--- src/kfsn_pkg.sv ---
`timescale 1ns / 1ps
package kfsn_pkg;
	localparam int MAX_KEYFRAMES_DEF = 4096;
	localparam int MAX_CHANNELS_DEF  = 4;

	localparam logic [1:0] REG_INTERP = 2'd0;
	localparam logic [1:0] REG_SCALE  = 2'd1;
	localparam logic [1:0] REG_QUAT   = 2'd2;
	localparam logic [1:0] REG_ORDER  = 2'd3;

	localparam logic [1:0] MODE_LINEAR    = 2'd0;
	localparam logic [1:0] MODE_STEP      = 2'd1;
	localparam logic [1:0] MODE_CUBIC     = 2'd2;
	// spare code, behaves as cubic
	localparam logic [1:0] MODE_CUBIC_ALT = 2'd3;

	// which node of a channel is being produced
	typedef enum logic [1:0] {
		NODE_HELD  = 2'd0,
		NODE_LEFT  = 2'd1,
		NODE_RIGHT = 2'd2
	} node_kind_t;

	// divider operand selection
	typedef enum logic [1:0] {
		DIV_LINEAR = 2'd0,
		DIV_LEFT   = 2'd1,
		DIV_RIGHT  = 2'd2
	} div_sel_t;

	// controller -> datapath commands
	typedef struct packed {
		logic       store;      // write element into current arrays
		logic       kf_start;   // compute scaled time, latch keyframe flags
		logic       dot_step;   // accumulate one dot product term
		logic       flip;       // apply sign flip if dot product negative
		logic       div_start;  // start divider
		div_sel_t   div_sel;
		logic       emit;       // load output register
		node_kind_t kind;
		logic [1:0] chan;
		logic       last_node;
		logic       kf_end;     // commit prev state, advance or clear count
	} kfsn_cmd_t;

	// datapath -> controller status
	typedef struct packed {
		logic div_busy;
		logic out_full;
	} kfsn_sts_t;

	// saturate a signed 64-bit value to 32 bits
	function automatic logic signed [31:0] sat32(input logic signed [63:0] v);
		logic signed [31:0] r;
		if (v > 64'sd2147483647) r = 32'sh7fffffff;
		else if (v < -64'sd2147483648) r = 32'sh80000000;
		else r = v[31:0];
		return r;
	endfunction
endpackage

--- src/kfsn_ctrl.sv ---
`timescale 1ns / 1ps
module kfsn_ctrl #(
	parameter int MAX_CHANNELS = kfsn_pkg::MAX_CHANNELS_DEF
) (
	input  logic               clk,
	input  logic               arst_n,
	input  logic               in_valid,
	output logic               in_stall,
	input  logic [1:0]         channel,
	input  logic               last_channel,
	input  logic [1:0]         cfg_mode,
	input  logic               cfg_quat,
	input  logic               kf_first,
	input  logic               kf_last,
	input  kfsn_pkg::kfsn_sts_t sts,
	output kfsn_pkg::kfsn_cmd_t cmd
);
	typedef enum logic [3:0] {
		S_IDLE, S_TIME, S_DOT, S_DOTW, S_FLIP, S_CHAN, S_DIVW, S_EMIT, S_END
	} state_t;

	typedef kfsn_pkg::node_kind_t node_kind_t;

	state_t     state_q;
	logic [1:0] ch_q, nch_q, dcnt_q;
	node_kind_t kind_q;
	logic       lin, cub;
	logic       accept;

	assign lin      = (cfg_mode == kfsn_pkg::MODE_LINEAR);
	assign cub      = !lin && (cfg_mode != kfsn_pkg::MODE_STEP);
	assign in_stall = (state_q != S_IDLE);
	assign accept   = in_valid && !in_stall;

	// whether another node follows kind_q on this channel
	function automatic logic has_next(input node_kind_t k, input logic l, input logic lk);
		logic r;
		if (k == kfsn_pkg::NODE_HELD) r = 1'b1;
		else if (k == kfsn_pkg::NODE_LEFT) r = !l || lk;
		else r = 1'b0;
		return r;
	endfunction

	always_comb begin
		cmd = '0;
		cmd.store     = accept;
		cmd.kf_start  = accept && last_channel;
		cmd.chan      = ch_q;
		cmd.kind      = kind_q;
		cmd.dot_step  = (state_q == S_DOT);
		cmd.flip      = (state_q == S_FLIP);
		cmd.kf_end    = (state_q == S_END);
		cmd.div_sel   = lin ? kfsn_pkg::DIV_LINEAR
			: (kind_q == kfsn_pkg::NODE_RIGHT ? kfsn_pkg::DIV_RIGHT : kfsn_pkg::DIV_LEFT);
		cmd.div_start = (state_q == S_CHAN);
		cmd.emit      = (state_q == S_EMIT) && !sts.out_full;
		cmd.last_node = !has_next(kind_q, lin, kf_last) && (ch_q == nch_q);
	end

	always_ff @(posedge clk or negedge arst_n) begin
		if (!arst_n) begin
			state_q <= S_IDLE;
			ch_q    <= '0;
			nch_q   <= '0;
			dcnt_q  <= '0;
			kind_q  <= kfsn_pkg::NODE_LEFT;
		end else begin
			unique case (state_q)
				S_IDLE: if (accept && last_channel) begin
					state_q <= S_TIME;
					if (cfg_quat) nch_q <= 2'd3;
					else if (int'(channel) + 1 > MAX_CHANNELS) nch_q <= 2'(MAX_CHANNELS - 1);
					else nch_q <= channel;
				end
				S_TIME: begin
					ch_q   <= '0;
					dcnt_q <= '0;
					state_q <= (cfg_quat && lin && !kf_first) ? S_DOT : S_CHAN;
					kind_q <= (lin && !kf_first) ? kfsn_pkg::NODE_HELD : kfsn_pkg::NODE_LEFT;
				end
				S_DOT: begin
					dcnt_q <= dcnt_q + 2'd1;
					if (dcnt_q == 2'd3) state_q <= S_DOTW;
				end
				S_DOTW: state_q <= S_FLIP;
				S_FLIP: state_q <= S_CHAN;
				S_CHAN: state_q <= S_DIVW;
				S_DIVW: if (!sts.div_busy) state_q <= S_EMIT;
				S_EMIT: if (!sts.out_full) begin
					if (has_next(kind_q, lin, kf_last)) begin
						kind_q  <= (kind_q == kfsn_pkg::NODE_HELD) ? kfsn_pkg::NODE_LEFT
							: kfsn_pkg::NODE_RIGHT;
						state_q <= cub ? S_CHAN : S_EMIT;
					end else if (ch_q != nch_q) begin
						ch_q    <= ch_q + 2'd1;
						kind_q  <= (lin && !kf_first) ? kfsn_pkg::NODE_HELD : kfsn_pkg::NODE_LEFT;
						state_q <= S_CHAN;
					end else state_q <= S_END;
				end
				S_END: state_q <= S_IDLE;
				default: state_q <= S_IDLE;
			endcase
		end
	end
endmodule

--- config.mk ---
export PLATFORM = sky130hd
export DESIGN_NAME = kfsn_ctrl
export DESIGN_NICKNAME = d
export VERILOG_FILES = /design/src/kfsn_pkg.sv /design/src/kfsn_ctrl.sv
export SDC_FILE = /design/constraint.sdc
export NUM_CORES = 1
export LEC_CHECK = 0
export BUFFER_PORTS_ARGS = -buffer_cell sky130_fd_sc_hd__buf_2
export CAP_MARGIN = 20
export CORE_MARGIN = 2
export CORE_UTILIZATION = 40
export CTS_CLUSTER_DIAMETER = 60
export CTS_CLUSTER_SIZE = 40
export DETAILED_ROUTE_END_ITERATION = 6
export HOLD_SLACK_MARGIN = 0.06
export PLACE_DENSITY = 0.66
export SYNTH_ARGS = -nofsm -noshare
export SYNTH_HDL_FRONTEND = slang
export SYNTH_SLANG_ARGS = --single-unit
--- constraint.sdc ---
create_clock -name clk -period 3.65 [get_ports clk]
set_input_delay 0.365 -clock clk [delete_from_list [all_inputs] [get_ports clk]]
set_output_delay 0.365 -clock clk [all_outputs]
set_load 0.02 [all_outputs]
==> flow_metrics.py <==
metrics = {
    "setup_path": {
        "r2r_setup_slack_ns": 1.79,
        "critPathLaunchType": "flip-flop",
        "worstPathRequired_ns": 3.28,
        "crit_path_end_kind": "primary output",
        "path_buf_inv": 2,
        "cp.arrival_ns": 1.91,
        "crit_chain": "or4b_1, a211o_1, inv_1, buf_2",
        "crit_slowest_cell": "dfstp_2",
        "crit_family": "flip-flops",
        "critPathKind": "reg -> out",
        "worstPathMaxFanout": 7,
        "cpPeakStageDelay_ns": 0.58,
    },
    "routing": {
        "drcViolationCount": 0,
        "viasPerCell": 5.56,
        "wl_per_cell_um": 13.1,
        "firstDrtPassIters": 4,
        "drt_iter0_drc": 8,
        "vias": 868,
        "ant_nets": 0,
        "routed_wirelength_um": 2050,
    },
    "clocking": {
        "cts_setup_buffers": 0,
        "cts-htree-levels": 1,
        "clkTransAtPathRegs_ns": 0.08,
        "cts_root_buf": "clkbuf_4",
        "clk_path_buf_depth": 2,
        "clkSinkCount": 12,
        "worstSkewPairLatency_ns": 0.28,
        "cts_tree": "done",
        "cts_made_buffers": 3,
    },
    "power_and_ir_drop": {
        "power_frac_seq": 0.353,
        "power.net_switching_uw": 355,
        "p_leak_nw": 0.540,
        "switching_share": 0.463,
        "power.internal_uw": 411,
        "p_per_area_nw_per_um2": 729,
        "p_comb_frac": 0.509,
        "ir_drop_mv": 0.313,
        "p_clk_frac": 0.138,
    },
    "sta": {
        "rsz0062_at_grt": "false",
        "relSlewSlack": 0.544,
        "finalSetupViolations": 0,
        "fmax_mhz": 439,
        "setup-tns-final_ns": 0,
        "drv_slew": 0,
        "finalCriticalPeriod_ns": 2.28,
        "worst_slew_pin_slew_ns": 0.677,
        "finalHoldViolCount": 0,
        "fin_crit_sh": 0.624,
        "finClkSkew_ns": 0.00917,
    },
    "yosys": {
        "avgSynthCellArea_um2": 8.43,
        "synth_nets": 117,
        "synthArstFlopShare": 1.00,
        "yosysUniqueCellTypes": 36,
        "yosysTopAreaCellShare": 0.317,
        "yosysWarnings": 0,
        "synth_ff_type": "dfrtp_1",
        "synth-seq-cells": 12,
        "yosysTopAreaCell": "dfrtp_1",
        "synth_edf_count": 0,
        "ys_seq_area_frac": 0.347,
        "syn_inst": 103,
        "yosys-top-cells-area": "dfrtp_1 (32%), o21ai_0 (4.6%), inv_1 (3.9%), a21oi_1 (3.5%), or4b_1 (3.5%)",
        "synthesis.area_um2": 868,
    },
    "job": {
        "drv_cap": 0,
    },
    "global_routing": {
        "grt_pass1_vias": 795,
        "grt_overflow": 0,
        "grt_usage": 0.178,
        "antenna_found_initial": 0,
        "grt_max_degree": 14,
        "grt_pass1_wl_um": 3440,
    },
    "die": {
        "rows": 16,
        "dieArea_um2": 2560,
        "ios": 28,
        "die_w_um": 50.6,
        "core_area_um2": 2000,
        "initial_core_util": 0.434,
        "die_height_um": 50.6,
    },
    "placed_design": {
        "place_inst": 151,
        "dp_hpwl_um": 1580,
        "place_congestion": 0.884,
        "numPortBuffers": 27,
    },
    "run_status": {
        "status": "complete, no violations",
    },
    "final_layout": {
        "final_cell_mix": "buf_2 (27), dfrtp_1 (11), inv_1 (9), nand2_1 (8), o21ai_0 (8)",
        "insertedDiodeCount": 0,
        "fin_cells": 156,
        "final_common_cell": "buf_2",
        "fin_nets": 144,
        "syn2layout_area_growth_pct": 21.0,
        "drive_gt1_frac": 0.264,
    },
    "min_path": {
        "hold_path.class": "in -> reg",
    },
}
==> power groups by stage <==
stage / Sequential, mW / Clock [mW] / Combinational (mW)
2_1_floorplan: 0.233 / 0 / 0.333
3_3_place_gp: 0.272 / 0 / 0.380
5_1_grt: 0.287 / 0.112 / 0.437
3_5_place_dp: 0.273 / 0 / 0.388
4_1_cts: 0.270 / 0.109 / 0.394
6_report: 0.270 / 0.106 / 0.390
==> cell usage after synthesis (3+ instances only) <==
| cell type | count |
|---|---|
| a21oi_1 | 6 |
| dfrtp_1 | 11 |
| inv_1 | 9 |
| nand2_1 | 8 |
| nand3_1 | 4 |
| nor2_1 | 6 |
| nor2b_1 | 3 |
| nor3_1 | 5 |
| o21ai_0 | 8 |
| o22ai_1 | 3 |
| or4b_1 | 3 |
==> layer usage <==
layer / vias to the layer above / track usage / share of wire
li1: 430 / - / -
met1: 407 / 0.220 / 0.46
met2: 27 / 0.305 / 0.48
met3: 4 / 0.0476 / 0.053
met4: 0 / 0.0450 / 0.0088
met5: - / 0 / 0
==> state kept, by name (all words and copies together) (netlist names) <==
name and cells:
state_q 4, ch_q 2, dcnt_q 2, kind_q 2, nch_q 2
==> final cells by class <==
| type | count | area (µm²) |
|---|---|---|
| fill | 201 | 951 |
| multi-input combinational | 76 | 500 |
| sequential | 12 | 302 |
| timing repair buffer | 28 | 145 |
| clock buffer | 4 | 36.3 |
| inverter | 9 | 33.8 |
| tap | 27 | 33.8 |
==> cell families (layout without fill, tap and decap cells) <==
group	Yosys count	after routing	share of synthesized area
XOR/XNOR	2	2	0.0202
buffers and inverters	15	41	0.0764
AND/OR/NAND/NOR	43	43	0.304
adder cells (fa/ha/maj)	1	1	0.0144
AO/OA/AOI/OAI	28	28	0.215
multiplexers	2	2	0.0231
flip-flops	12	12	0.347
==> tightest hold or removal path: cells and delay by family <==
| kind | cells | cell delay, ns |
|---|---|---|
| AOI/OAI and AO/OA | 1 | 0.12 |
| buffers and inverters | 1 | 0.07 |
| and+or+nand+nor | 1 | 0.03 |
==> timing repair <==
| item | in CTS | in global routing |
|---|---|---|
| hold endpoints to repair | 11 | 0 |
| gates resized for setup | 0 | 0 |
| hold buffers | 1 | 0 |
| endpoints found under the setup margin | 0 | 0 |
==> path summary, 6_finish.rpt <==
kind                                       startpoint                     to  depth (start not counted)
worst min-delay path                       channel[0]   nch_q[0]$_DFFE_PN0P_                          3
worst max register to register  kind_q[0]$_DFFE_PN1P_    ch_q[1]$_DFFE_PN0P_                          4
min in group asynchronous                      arst_n  kind_q[1]$_DFFE_PN0P_                          2
max in group asynchronous                      arst_n  kind_q[0]$_DFFE_PN1P_                          2
worst min register to register   nch_q[1]$_DFFE_PN0P_   nch_q[1]$_DFFE_PN0P_                          2
worst max-delay path            kind_q[0]$_DFFE_PN1P_                 cmd[1]                          4
==> metrics by stage <==
step                 util  total power [mW]  instance area, µm²  worst slack [ns]  hold slack (ns)
finish              0.525             0.766                1050              1.37            0.350
global route        0.525             0.836                1050              1.22            0.396
CTS                 0.525             0.772                1050              1.37            0.347
detailed placement  0.502             0.661                1000              1.66            0.265
global placement    0.502             0.651                1000              1.67            0.267
floorplan               -             0.566                 868              1.72           0.0694
No activity file was read; power rests on OpenSTA's default activity.
